**src/hw/rtl/ots_pkg.sv**
```systemverilog
`timescale 1ns / 1ps
`default_nettype none

package ots_pkg;

	localparam int DIST_W  = 10;
	localparam int TIME_W  = 32;
	localparam int CFG_W   = 16;
	localparam int SPEED_W = 9;
	localparam int ADDR_W  = 5;
	localparam int DATA_W  = 32;

	// item kinds
	localparam logic [1:0] KIND_BEGIN    = 2'd0;
	localparam logic [1:0] KIND_SEARCH   = 2'd1;
	localparam logic [1:0] KIND_APPROACH = 2'd2;

	// result actions
	localparam logic [1:0] ACT_IDLE   = 2'd0;
	localparam logic [1:0] ACT_DRIVE  = 2'd1;
	localparam logic [1:0] ACT_ATTACK = 2'd2;

	// seen direction codes
	localparam logic signed [1:0] DIR_LEFT   = -2'sd1;
	localparam logic signed [1:0] DIR_CENTRE = 2'sd0;
	localparam logic signed [1:0] DIR_RIGHT  = 2'sd1;

	// register indexes
	localparam logic [2:0] REG_DETECT_THRESHOLD = 3'd0;
	localparam logic [2:0] REG_FIRST_ARC_MS     = 3'd1;
	localparam logic [2:0] REG_ARC_FLIP_MS      = 3'd2;
	localparam logic [2:0] REG_SIDE_CONFIRM_MS  = 3'd3;
	localparam logic [2:0] REG_ERROR_DEADBAND   = 3'd4;
	localparam logic [2:0] REG_MAX_CORRECTION   = 3'd5;
	localparam logic [2:0] REG_BASE_SPEED       = 3'd6;
	localparam logic [2:0] REG_PUSH_MAX_TRIM    = 3'd7;

	// register reset values
	localparam logic [9:0]  RST_DETECT_THRESHOLD = 10'd300;
	localparam logic [15:0] RST_FIRST_ARC_MS     = 16'd500;
	localparam logic [15:0] RST_ARC_FLIP_MS      = 16'd1000;
	localparam logic [15:0] RST_SIDE_CONFIRM_MS  = 16'd50;
	localparam logic [9:0]  RST_ERROR_DEADBAND   = 10'd20;
	localparam logic [7:0]  RST_MAX_CORRECTION   = 8'd120;
	localparam logic [7:0]  RST_BASE_SPEED       = 8'd150;
	localparam logic [7:0]  RST_PUSH_MAX_TRIM    = 8'd40;

	// steering gain and search wheel speeds
	localparam int KP_NUM      = 1;
	localparam int KP_DEN      = 2;
	localparam int KP_DIV      = (KP_DEN != 0) ? KP_DEN : 1;
	localparam int SEARCH_SLOW = 80;
	localparam int SEARCH_FAST = 180;

	localparam int SLOW_SAT = (SEARCH_SLOW < -255) ? -255 :
		((SEARCH_SLOW > 255) ? 255 : SEARCH_SLOW);
	localparam int FAST_SAT = (SEARCH_FAST < -255) ? -255 :
		((SEARCH_FAST > 255) ? 255 : SEARCH_FAST);
	localparam logic signed [SPEED_W-1:0] SLOW_SPEED = SPEED_W'(SLOW_SAT);
	localparam logic signed [SPEED_W-1:0] FAST_SPEED = SPEED_W'(FAST_SAT);

	// clamp a wide signed value to -lim..lim
	function automatic logic signed [SPEED_W-1:0] clamp_sym(
		input logic signed [19:0] v,
		input logic [7:0]         lim
	);
		logic signed [19:0] hi;
		logic signed [19:0] lo;
		hi = $signed({12'd0, lim});
		lo = -hi;
		if (v > hi) begin
			return SPEED_W'(hi);
		end else if (v < lo) begin
			return SPEED_W'(lo);
		end
		return SPEED_W'(v);
	endfunction

endpackage

`default_nettype wire

```
**src/hw/rtl/ots_ifs.sv**
```systemverilog
`timescale 1ns / 1ps
`default_nettype none

interface ots_sample_if import ots_pkg::*; ();
	logic              valid;
	logic              ready;
	logic [1:0]        kind;
	logic [TIME_W-1:0] now_ms;
	logic              initial_dir;
	logic [DIST_W-1:0] front_left;
	logic [DIST_W-1:0] front_right;
	logic [DIST_W-1:0] side_left;
	logic [DIST_W-1:0] side_right;
	logic              attack_window_open;

	modport source (
		output valid, kind, now_ms, initial_dir, front_left, front_right,
		       side_left, side_right, attack_window_open,
		input  ready
	);
	modport sink (
		input  valid, kind, now_ms, initial_dir, front_left, front_right,
		       side_left, side_right, attack_window_open,
		output ready
	);
endinterface

interface ots_result_if import ots_pkg::*; ();
	logic                      valid;
	logic                      ready;
	logic [1:0]                action;
	logic signed [SPEED_W-1:0] left_speed;
	logic signed [SPEED_W-1:0] right_speed;
	logic signed [SPEED_W-1:0] attack_trim;
	logic [DIST_W-1:0]         attack_strength;
	logic signed [SPEED_W-1:0] last_correction;
	logic signed [1:0]         last_seen_dir;

	modport source (
		output valid, action, left_speed, right_speed, attack_trim,
		       attack_strength, last_correction, last_seen_dir,
		input  ready
	);
	modport sink (
		input  valid, action, left_speed, right_speed, attack_trim,
		       attack_strength, last_correction, last_seen_dir,
		output ready
	);
endinterface

`default_nettype wire

```
**src/hw/rtl/opponent_tracking_steering.sv**
```systemverilog
`timescale 1ns / 1ps
`default_nettype none

// channel   direction  handshake      payload
// sample    in         valid/ready    kind, now_ms, initial_dir, four readings, window
// result    out        valid/ready    action, speeds, trim, strength, memos
// apb       in         psel/penable   eight registers at byte address 4*i
//
// result valid after the sample transfer passes the input register, then the result register
// one item per cycle sustained; the tracking state updates as an item enters the result register
// a full result register that is not taken holds the input register, and sample.ready drops
// arst_n clears the tracking state and loads the register defaults
module opponent_tracking_steering import ots_pkg::*; (
	input  logic              clk,
	input  logic              arst_n,
	ots_sample_if.sink        sample,
	ots_result_if.source      result,
	input  logic              psel,
	input  logic              penable,
	input  logic              pwrite,
	input  logic [ADDR_W-1:0] paddr,
	input  logic [DATA_W-1:0] pwdata,
	output logic [DATA_W-1:0] prdata,
	output logic              pready
);

	// configuration registers
	logic [9:0]  detect_threshold_q;
	logic [15:0] first_arc_ms_q;
	logic [15:0] arc_flip_ms_q;
	logic [15:0] side_confirm_ms_q;
	logic [9:0]  error_deadband_q;
	logic [7:0]  max_correction_q;
	logic [7:0]  base_speed_q;
	logic [7:0]  push_max_trim_q;

	logic       cfg_wr;
	logic [2:0] cfg_idx;

	assign pready  = 1'b1;
	assign cfg_idx = paddr[4:2];
	assign cfg_wr  = psel && penable && pwrite && pready;

	always_ff @(posedge clk or negedge arst_n) begin
		if (!arst_n) begin
			detect_threshold_q <= RST_DETECT_THRESHOLD;
			first_arc_ms_q     <= RST_FIRST_ARC_MS;
			arc_flip_ms_q      <= RST_ARC_FLIP_MS;
			side_confirm_ms_q  <= RST_SIDE_CONFIRM_MS;
			error_deadband_q   <= RST_ERROR_DEADBAND;
			max_correction_q   <= RST_MAX_CORRECTION;
			base_speed_q       <= RST_BASE_SPEED;
			push_max_trim_q    <= RST_PUSH_MAX_TRIM;
		end else if (cfg_wr) begin
			unique case (cfg_idx)
				REG_DETECT_THRESHOLD: detect_threshold_q <= pwdata[9:0];
				REG_FIRST_ARC_MS:     first_arc_ms_q     <= pwdata[15:0];
				REG_ARC_FLIP_MS:      arc_flip_ms_q      <= pwdata[15:0];
				REG_SIDE_CONFIRM_MS:  side_confirm_ms_q  <= pwdata[15:0];
				REG_ERROR_DEADBAND:   error_deadband_q   <= pwdata[9:0];
				REG_MAX_CORRECTION:   max_correction_q   <= pwdata[7:0];
				REG_BASE_SPEED:       base_speed_q       <= pwdata[7:0];
				REG_PUSH_MAX_TRIM:    push_max_trim_q    <= pwdata[7:0];
				default: ;
			endcase
		end
	end

	always_comb begin
		unique case (cfg_idx)
			REG_DETECT_THRESHOLD: prdata = DATA_W'(detect_threshold_q);
			REG_FIRST_ARC_MS:     prdata = DATA_W'(first_arc_ms_q);
			REG_ARC_FLIP_MS:      prdata = DATA_W'(arc_flip_ms_q);
			REG_SIDE_CONFIRM_MS:  prdata = DATA_W'(side_confirm_ms_q);
			REG_ERROR_DEADBAND:   prdata = DATA_W'(error_deadband_q);
			REG_MAX_CORRECTION:   prdata = DATA_W'(max_correction_q);
			REG_BASE_SPEED:       prdata = DATA_W'(base_speed_q);
			REG_PUSH_MAX_TRIM:    prdata = DATA_W'(push_max_trim_q);
			default:              prdata = '0;
		endcase
	end

	// input register
	logic              valid_s1;
	logic [1:0]        kind_s1;
	logic [TIME_W-1:0] now_s1;
	logic              dir_s1;
	logic [DIST_W-1:0] fl_s1;
	logic [DIST_W-1:0] fr_s1;
	logic [DIST_W-1:0] sl_s1;
	logic [DIST_W-1:0] sr_s1;
	logic              win_s1;

	logic advance;
	logic take;

	assign advance      = valid_s1 && (!result.valid || result.ready);
	assign sample.ready = !valid_s1 || advance;
	assign take         = sample.valid && sample.ready;

	always_ff @(posedge clk or negedge arst_n) begin
		if (!arst_n) begin
			valid_s1 <= 1'b0;
		end else if (take) begin
			valid_s1 <= 1'b1;
		end else if (advance) begin
			valid_s1 <= 1'b0;
		end
	end

	always_ff @(posedge clk) begin
		if (take) begin
			kind_s1 <= sample.kind;
			now_s1  <= sample.now_ms;
			dir_s1  <= sample.initial_dir;
			fl_s1   <= sample.front_left;
			fr_s1   <= sample.front_right;
			sl_s1   <= sample.side_left;
			sr_s1   <= sample.side_right;
			win_s1  <= sample.attack_window_open;
		end
	end

	// tracking state
	logic                      arc_dir_q;
	logic [TIME_W-1:0]         arc_switch_q;
	logic                      first_arc_done_q;
	logic signed [SPEED_W-1:0] active_q;
	logic signed [SPEED_W-1:0] pending_q;
	logic [TIME_W-1:0]         pending_since_q;
	logic signed [SPEED_W-1:0] corr_memo_q;
	logic signed [1:0]         seen_memo_q;

	logic                      arc_dir_n;
	logic [TIME_W-1:0]         arc_switch_n;
	logic                      first_arc_done_n;
	logic signed [SPEED_W-1:0] active_n;
	logic signed [SPEED_W-1:0] pending_n;
	logic [TIME_W-1:0]         pending_since_n;
	logic signed [SPEED_W-1:0] corr_memo_n;
	logic signed [1:0]         seen_memo_n;

	logic [1:0]                action_c;
	logic signed [SPEED_W-1:0] lsp_c;
	logic signed [SPEED_W-1:0] rsp_c;
	logic signed [SPEED_W-1:0] trim_c;
	logic [DIST_W-1:0]         strength_c;

	// approach datapath
	logic                      fls, frs, ls, rs;
	logic signed [10:0]        delta;
	logic [10:0]               abs_delta;
	logic signed [19:0]        delta_ext;
	logic signed [19:0]        scaled;
	logic signed [19:0]        quot;
	logic signed [SPEED_W-1:0] mc;
	logic signed [SPEED_W-1:0] req;
	logic signed [SPEED_W-1:0] corr;
	logic signed [10:0]        sum_l, sum_r;
	logic [DIST_W-1:0]         fmax;
	logic                      push;
	logic [TIME_W-1:0]         arc_elapsed;
	logic [TIME_W-1:0]         arc_interval;
	logic [TIME_W-1:0]         pend_elapsed;

	always_comb begin
		fls       = fl_s1 >= detect_threshold_q;
		frs       = fr_s1 >= detect_threshold_q;
		ls        = sl_s1 >= detect_threshold_q;
		rs        = sr_s1 >= detect_threshold_q;
		delta     = $signed({1'b0, fr_s1}) - $signed({1'b0, fl_s1});
		abs_delta = delta[10] ? 11'(-delta) : 11'(delta);
		delta_ext = 20'(delta);
		scaled    = 20'(delta_ext * KP_NUM);
		quot      = 20'(scaled / KP_DIV);
		mc        = $signed({1'b0, max_correction_q});
		fmax      = (fl_s1 > fr_s1) ? fl_s1 : fr_s1;

		arc_elapsed  = now_s1 - arc_switch_q;
		arc_interval = TIME_W'(first_arc_done_q ? arc_flip_ms_q : first_arc_ms_q);
		pend_elapsed = now_s1 - pending_since_q;

		req = '0;
		if (!fls && !frs) begin
			if (rs && !ls) begin
				req = mc;
			end else if (ls && !rs) begin
				req = -mc;
			end
		end

		arc_dir_n        = arc_dir_q;
		arc_switch_n     = arc_switch_q;
		first_arc_done_n = first_arc_done_q;
		active_n         = active_q;
		pending_n        = pending_q;
		pending_since_n  = pending_since_q;
		corr_memo_n      = corr_memo_q;
		seen_memo_n      = seen_memo_q;

		action_c   = ACT_IDLE;
		lsp_c      = '0;
		rsp_c      = '0;
		trim_c     = '0;
		strength_c = '0;
		corr       = '0;
		sum_l      = '0;
		sum_r      = '0;
		push       = 1'b0;

		unique case (kind_s1)
			KIND_BEGIN: begin
				arc_dir_n        = dir_s1;
				arc_switch_n     = now_s1;
				first_arc_done_n = 1'b0;
				active_n         = '0;
				pending_n        = '0;
				pending_since_n  = '0;
				corr_memo_n      = '0;
				seen_memo_n      = DIR_CENTRE;
			end
			KIND_SEARCH: begin
				if (arc_elapsed >= arc_interval) begin
					arc_dir_n        = !arc_dir_q;
					arc_switch_n     = now_s1;
					first_arc_done_n = 1'b1;
				end
				action_c = ACT_DRIVE;
				lsp_c    = arc_dir_n ? FAST_SPEED : SLOW_SPEED;
				rsp_c    = arc_dir_n ? SLOW_SPEED : FAST_SPEED;
			end
			KIND_APPROACH: begin
				// side override: needs a steady request for the confirm time
				priority if (req == '0) begin
					active_n  = '0;
					pending_n = '0;
				end else if (req == active_q) begin
					pending_n = '0;
				end else if (pending_q != req) begin
					pending_n       = req;
					pending_since_n = now_s1;
				end else if (pend_elapsed >= TIME_W'(side_confirm_ms_q)) begin
					active_n  = req;
					pending_n = '0;
				end else begin
					// request still waiting out the confirm time
				end

				if (active_n != '0) begin
					corr = active_n;
				end else if (abs_delta >= {1'b0, error_deadband_q}) begin
					corr = clamp_sym(quot, max_correction_q);
				end

				priority if (fls && frs) begin
					seen_memo_n = DIR_CENTRE;
				end else if (frs) begin
					seen_memo_n = DIR_RIGHT;
				end else if (fls) begin
					seen_memo_n = DIR_LEFT;
				end else if (rs && !ls) begin
					seen_memo_n = DIR_RIGHT;
				end else if (ls && !rs) begin
					seen_memo_n = DIR_LEFT;
				end else begin
					seen_memo_n = DIR_CENTRE;
				end

				push = (active_n == '0) && ((fls && frs) || (win_s1 && (fls || frs)));
				if (push) begin
					trim_c      = clamp_sym(20'(corr), push_max_trim_q);
					corr_memo_n = trim_c;
					action_c    = ACT_ATTACK;
					strength_c  = fmax;
				end else begin
					corr_memo_n = corr;
					action_c    = ACT_DRIVE;
					sum_l       = $signed({3'd0, base_speed_q}) + 11'(corr);
					sum_r       = $signed({3'd0, base_speed_q}) - 11'(corr);
					lsp_c       = clamp_sym(20'(sum_l), 8'd255);
					rsp_c       = clamp_sym(20'(sum_r), 8'd255);
				end
			end
			default: ;
		endcase
	end

	always_ff @(posedge clk or negedge arst_n) begin
		if (!arst_n) begin
			arc_dir_q        <= 1'b0;
			arc_switch_q     <= '0;
			first_arc_done_q <= 1'b0;
			active_q         <= '0;
			pending_q        <= '0;
			pending_since_q  <= '0;
			corr_memo_q      <= '0;
			seen_memo_q      <= DIR_CENTRE;
		end else if (advance) begin
			arc_dir_q        <= arc_dir_n;
			arc_switch_q     <= arc_switch_n;
			first_arc_done_q <= first_arc_done_n;
			active_q         <= active_n;
			pending_q        <= pending_n;
			pending_since_q  <= pending_since_n;
			corr_memo_q      <= corr_memo_n;
			seen_memo_q      <= seen_memo_n;
		end
	end

	// result register
	logic                      out_valid_q;
	logic [1:0]                action_q;
	logic signed [SPEED_W-1:0] lsp_q;
	logic signed [SPEED_W-1:0] rsp_q;
	logic signed [SPEED_W-1:0] trim_q;
	logic [DIST_W-1:0]         strength_q;
	logic signed [SPEED_W-1:0] last_corr_q;
	logic signed [1:0]         last_seen_q;

	always_ff @(posedge clk or negedge arst_n) begin
		if (!arst_n) begin
			out_valid_q <= 1'b0;
		end else if (advance) begin
			out_valid_q <= 1'b1;
		end else if (result.ready) begin
			out_valid_q <= 1'b0;
		end
	end

	always_ff @(posedge clk) begin
		if (advance) begin
			action_q    <= action_c;
			lsp_q       <= lsp_c;
			rsp_q       <= rsp_c;
			trim_q      <= trim_c;
			strength_q  <= strength_c;
			last_corr_q <= corr_memo_n;
			last_seen_q <= seen_memo_n;
		end
	end

	assign result.valid           = out_valid_q;
	assign result.action          = action_q;
	assign result.left_speed      = lsp_q;
	assign result.right_speed     = rsp_q;
	assign result.attack_trim     = trim_q;
	assign result.attack_strength = strength_q;
	assign result.last_correction = last_corr_q;
	assign result.last_seen_dir   = last_seen_q;

	// a pending override never equals the one already in force
	a_pending_differs: assert property (@(posedge clk) disable iff (!arst_n)
		(pending_q != '0) |-> (pending_q != active_q))
		else $error("pending override equals active override");

	// a begin transfer gives an idle result with cleared memos
	a_begin_clears: assert property (@(posedge clk) disable iff (!arst_n)
		(advance && kind_s1 == KIND_BEGIN) |=>
		(result.valid && result.action == ACT_IDLE && result.last_correction == '0 &&
		 result.last_seen_dir == DIR_CENTRE))
		else $error("begin item did not clear the result");

	// an attack result carries no wheel speeds
	a_attack_no_drive: assert property (@(posedge clk) disable iff (!arst_n)
		(result.valid && result.action == ACT_ATTACK) |->
		(result.left_speed == '0 && result.right_speed == '0))
		else $error("attack result with wheel speeds");

	// input stalls only when both stages are full
	a_stall_cause: assert property (@(posedge clk) disable iff (!arst_n)
		!sample.ready |-> (valid_s1 && result.valid && !result.ready))
		else $error("input stalled without a full pipeline");

endmodule

`default_nettype wire

```
**src/flat_wrapper.sv**
```systemverilog
// flat-port wrapper written by rule: the top's interface ports become plain ports
module opponent_tracking_steering_flat import ots_pkg::*;
  (clk, arst_n, psel, penable, pwrite, paddr, pwdata, prdata, pready, sample_valid, sample_kind, sample_now_ms, sample_initial_dir, sample_front_left, sample_front_right, sample_side_left, sample_side_right, sample_attack_window_open, sample_ready, result_valid, result_action, result_left_speed, result_right_speed, result_attack_trim, result_attack_strength, result_last_correction, result_last_seen_dir, result_ready);
  ots_sample_if sample_i ();
  ots_result_if result_i ();
  input  logic clk;
  input  logic arst_n;
  input  logic psel;
  input  logic penable;
  input  logic pwrite;
  input  logic [ADDR_W-1:0] paddr;
  input  logic [DATA_W-1:0] pwdata;
  output logic [DATA_W-1:0] prdata;
  output logic pready;
  input wire logic [$bits(sample_i.valid)-1:0] sample_valid;
  input wire logic [$bits(sample_i.kind)-1:0] sample_kind;
  input wire logic [$bits(sample_i.now_ms)-1:0] sample_now_ms;
  input wire logic [$bits(sample_i.initial_dir)-1:0] sample_initial_dir;
  input wire logic [$bits(sample_i.front_left)-1:0] sample_front_left;
  input wire logic [$bits(sample_i.front_right)-1:0] sample_front_right;
  input wire logic [$bits(sample_i.side_left)-1:0] sample_side_left;
  input wire logic [$bits(sample_i.side_right)-1:0] sample_side_right;
  input wire logic [$bits(sample_i.attack_window_open)-1:0] sample_attack_window_open;
  output wire logic [$bits(sample_i.ready)-1:0] sample_ready;
  output wire logic [$bits(result_i.valid)-1:0] result_valid;
  output wire logic [$bits(result_i.action)-1:0] result_action;
  output wire logic [$bits(result_i.left_speed)-1:0] result_left_speed;
  output wire logic [$bits(result_i.right_speed)-1:0] result_right_speed;
  output wire logic [$bits(result_i.attack_trim)-1:0] result_attack_trim;
  output wire logic [$bits(result_i.attack_strength)-1:0] result_attack_strength;
  output wire logic [$bits(result_i.last_correction)-1:0] result_last_correction;
  output wire logic [$bits(result_i.last_seen_dir)-1:0] result_last_seen_dir;
  input wire logic [$bits(result_i.ready)-1:0] result_ready;
  assign sample_i.valid = sample_valid;
  assign sample_i.kind = sample_kind;
  assign sample_i.now_ms = sample_now_ms;
  assign sample_i.initial_dir = sample_initial_dir;
  assign sample_i.front_left = sample_front_left;
  assign sample_i.front_right = sample_front_right;
  assign sample_i.side_left = sample_side_left;
  assign sample_i.side_right = sample_side_right;
  assign sample_i.attack_window_open = sample_attack_window_open;
  assign sample_ready = sample_i.ready;
  assign result_valid = result_i.valid;
  assign result_action = result_i.action;
  assign result_left_speed = result_i.left_speed;
  assign result_right_speed = result_i.right_speed;
  assign result_attack_trim = result_i.attack_trim;
  assign result_attack_strength = result_i.attack_strength;
  assign result_last_correction = result_i.last_correction;
  assign result_last_seen_dir = result_i.last_seen_dir;
  assign result_i.ready = result_ready;
  opponent_tracking_steering u_core (.clk(clk), .arst_n(arst_n), .sample(sample_i), .result(result_i), .psel(psel), .penable(penable), .pwrite(pwrite), .paddr(paddr), .pwdata(pwdata), .prdata(prdata), .pready(pready));
endmodule
```
**config.mk**
```make
export PLATFORM = sky130hd
export DESIGN_NAME = opponent_tracking_steering_flat
export DESIGN_NICKNAME = d
export VERILOG_FILES = /design/src/hw/rtl/ots_pkg.sv /design/src/hw/rtl/ots_ifs.sv /design/src/hw/rtl/opponent_tracking_steering.sv /design/src/flat_wrapper.sv
export SDC_FILE = /design/constraint.sdc
export NUM_CORES = 1
export LEC_CHECK = 0
export BUFFER_PORTS_ARGS = -buffer_cell sky130_fd_sc_hd__buf_2
export CAP_MARGIN = 5
export CORE_ASPECT_RATIO = 1.2
export CORE_UTILIZATION = 35
export DETAILED_ROUTE_END_ITERATION = 12
export REMOVE_ABC_BUFFERS = 1
export SYNTH_ARGS = -nofsm -noshare
export SYNTH_HDL_FRONTEND = slang
export SYNTH_SLANG_ARGS = --single-unit
export TNS_END_PERCENT = 10
```
**constraint.sdc**
```tcl
create_clock -name clk -period 10.38 [get_ports clk]
set_input_delay 0 -clock clk [delete_from_list [all_inputs] [get_ports clk]]
set_output_delay 0 -clock clk [all_outputs]
set_load 0.01 [all_outputs]
```
==> impl_results.md <==
* WL per Instance at 19.8 um
* Critical Path RT at 10750 ps
* Synth cell types at around 110
* LEAKAGE at around 12 nW
* GRT Total Usage at 0.217
* Layout cells sized above 1 at 0.151
* Synthesized flop and latch total at about 320
* # nets final at between 3000 and 4000
* Max_slew headroom at 0.220
* Routability cong. at 0.953
* CP arrival at 9970 ps
* Setup violators final at 0
* First-pass GRT wire length at approximately 120000 um
* Post-Syn Area at roughly 23000 um2
* CP Launch Type: flip-flop
* Area leader, netlist: dfrtp_1
* Pin count of the biggest net entering global routing at 67
* H-tree Lvls at 2
* Vias at 20300
* Max-cap violations at 0
* Post-synthesis sequential area ratio at 0.365
* Most frequently used flop master after synthesis: dfrtp_1
* Std cell rows at 103
* Initial Utilization at 0.355
* Drt pass-1 iters at 5
* Root Driver: clkbuf_16
* Top post-synthesis cells by count: ha_1, nand2_1, inv_1, o21ai_0, a21oi_1
* Final Hold Vio Count at 0
* Final Critical Period at 9600 ps
* CTS tree: done
* Maximum vdd drop at 0.000133 V
* Initial antenna violation count at 0
* CP endpoint kind: flip-flop
* Ranking of synthesized cells by area: dfrtp_1, edfxtp_1, ha_1
* Die area at 67900 um2
* Count leader, synth: ha_1
* FMAX at roughly 100 MHz
* RSZ-0062 raised after global routing: false
* Number of synthesized flops with an enable pin at 126
* Final Skew at between 40 and 50 ps
* Yosys top cell area share at 0.169
* Vias in the first global route at 20300
* Tcrit/Tclk final at 0.925
* Most Frequent Cell on Critical Path: o21ai_0
* Iter 0 DRT Violations at around 1400
* DP Cell Count at 3536
* Pwr dens at 232 nW/um2
* Core ar. at ~66000 um2
* Clk pin slew, worst setup/hold paths at 60 ps
* HPWL after detailed placement at about 56000 um
* Vias per cell at roughly 5.5
* Post-synthesis cell count at 2540
* Synth warn at 0
* Status: finished clean
* HP Class: in -> reg
* # DRC at 0
* Gr ovfl total at 0
* Setup slack, reg-to-reg at 780 ps
* Critical path type: reg -> reg
* Final setup TNS at 0 ps
* ANT nets after route at 0
* Die Width at 238 um
* Die height at ~290 um
* Slew @ Worst Pin at 1170 ps
* Area grow syn2layout at 17.4%
* Num ports at 205
* Final non-filler cell total at 3703
* WL final at 73300 um
* CP max stage delay at 580 ps
* Clock Path Buffers at 3
* Port bufs at 169
* Slew Limit Fails at 0
* FFs w/ async S/R, synth at 0.600
* Num CTS Buffers at 37
* Mean Syn Cell Area at 9.22 um2
* Clk Latency, worst-skew pair at ~590 ps
* Crit-path max FO at 11
* CP max stage cell: or4b_1
* Clk sinks at 315
## worst paths after layout
path	end	cells after the start	from
min in group asynchronous	u_core.arc_switch_q[27]$_DFFE_PN0P_	3	arst_n
max in group asynchronous	u_core.arc_switch_q[26]$_DFFE_PN0P_	4	arst_n
hold reg to reg	u_core.corr_memo_q[1]$_DFFE_PN0P_	2	u_core.corr_memo_q[1]$_DFFE_PN0P_
setup reg to reg	u_core.result.left_speed[4]$_DFFE_PP_	40	u_core.fr_s1[0]$_DFFE_PP_
hold / removal	u_core.sl_s1[2]$_DFFE_PP_	2	sample_side_left[2]
setup / recovery	u_core.result.left_speed[4]$_DFFE_PP_	40	u_core.fr_s1[0]$_DFFE_PP_
## cell families (layout without fill, tap and decap cells)
kind of cell	after synthesis	in the layout	synth area share
AND/OR/NAND/NOR	707	707	0.150
buffers and inverters	319	574	0.0552
other	2	18	0.000321
adder cells (fa/ha/maj)	238	238	0.129
XOR/XNOR	87	87	0.0326
AO/OA/AOI/OAI	754	754	0.213
multiplexers	118	118	0.0547
flip-flops	315	315	0.365
## area by class of cell
cell class / count / area [um2]
clock buffers: 46 / 1010
multi-input cells: 1921 / 13700
clock inverters: 22 / 294
well taps: 892 / 1120
flip-flops and latches: 315 / 8550
diodes: 1 / 2.50
repair buffers: 295 / 2050
fillers: 6600 / 38500
inverters: 211 / 792
## cells in the final DEF (no fill, tap or decap), types with 69 or more instances in the layout
master	netlist	final
a21oi_1	167	166
buf_2	10	168
dfrtp_1	158	158
dlygate4sd3_1	0	98
edfxtp_1	126	126
ha_1	233	233
inv_1	207	207
mux2_2	69	69
nand2_1	214	214
nand3_1	70	70
nor2_1	143	142
o21ai_0	184	184
## worst max-delay path, delay by kind of cell (launching register included)
family	cells	cell delay [ps]
multiplexers	1	390
AO/OA/AOI/OAI	22	4820
adder cells (fa/ha/maj)	6	1680
buffers and inverters	4	360
AND/OR/NAND/NOR	6	1600
XOR/XNOR	1	120
flip-flops	1	400
## metal layers
layer	up-vias	part of all wire	routed length [um]	track usage
met3	138	0.037	2740	0.0236
li1	9783	-	-	-
met4	0	0.042	3100	0.0899
met5	-	0	0	0
met2	484	0.51	37300	0.393
met1	9865	0.41	30100	0.258
## sequential cells by signal, indices dropped and copies added (netlist names), 16 cells and up
signal and flops:
u_core.arc_switch_q 32, u_core.arc_flip_ms_q 16, u_core.pending_since_q 32, u_core.side_confirm_ms_q 16
u_core.first_arc_ms_q 16, u_core.now_s1 32
## through the flow
| step | area [um2] | hold WS, ps | setup slack [ps] | util | power, W |
|---|---|---|---|---|---|
| floorplan | 23000 | -296 | 1580 | - | 0.00394 |
| global placement | 25200 | 41.2 | 808 | 0.382 | 0.00484 |
| detailed placement | 25200 | 41.4 | 719 | 0.382 | 0.00491 |
| CTS | 27500 | 89.8 | 610 | 0.416 | 0.00639 |
| global route | 27500 | 113 | 38.8 | 0.417 | 0.00683 |
| finish | 27500 | 128 | 781 | 0.417 | 0.00637 |
## power by group
part / switching (W) / internal [W]
Combinational: 0.00200 / 0.00125
Clock: 0.000584 / 0.000831
Sequential: 0.000164 / 0.00154
Total: 0.00275 / 0.00363
## repair_timing
item / in CTS / in global routing
endpoints found under the setup margin: 0 / 32
setup buffers: 0 / 0
hold buffers: 98 / 0
resized for setup: 0 / 3
hold endpoints to repair: 248 / 0
No activity file was read; power rests on OpenSTA's default activity.
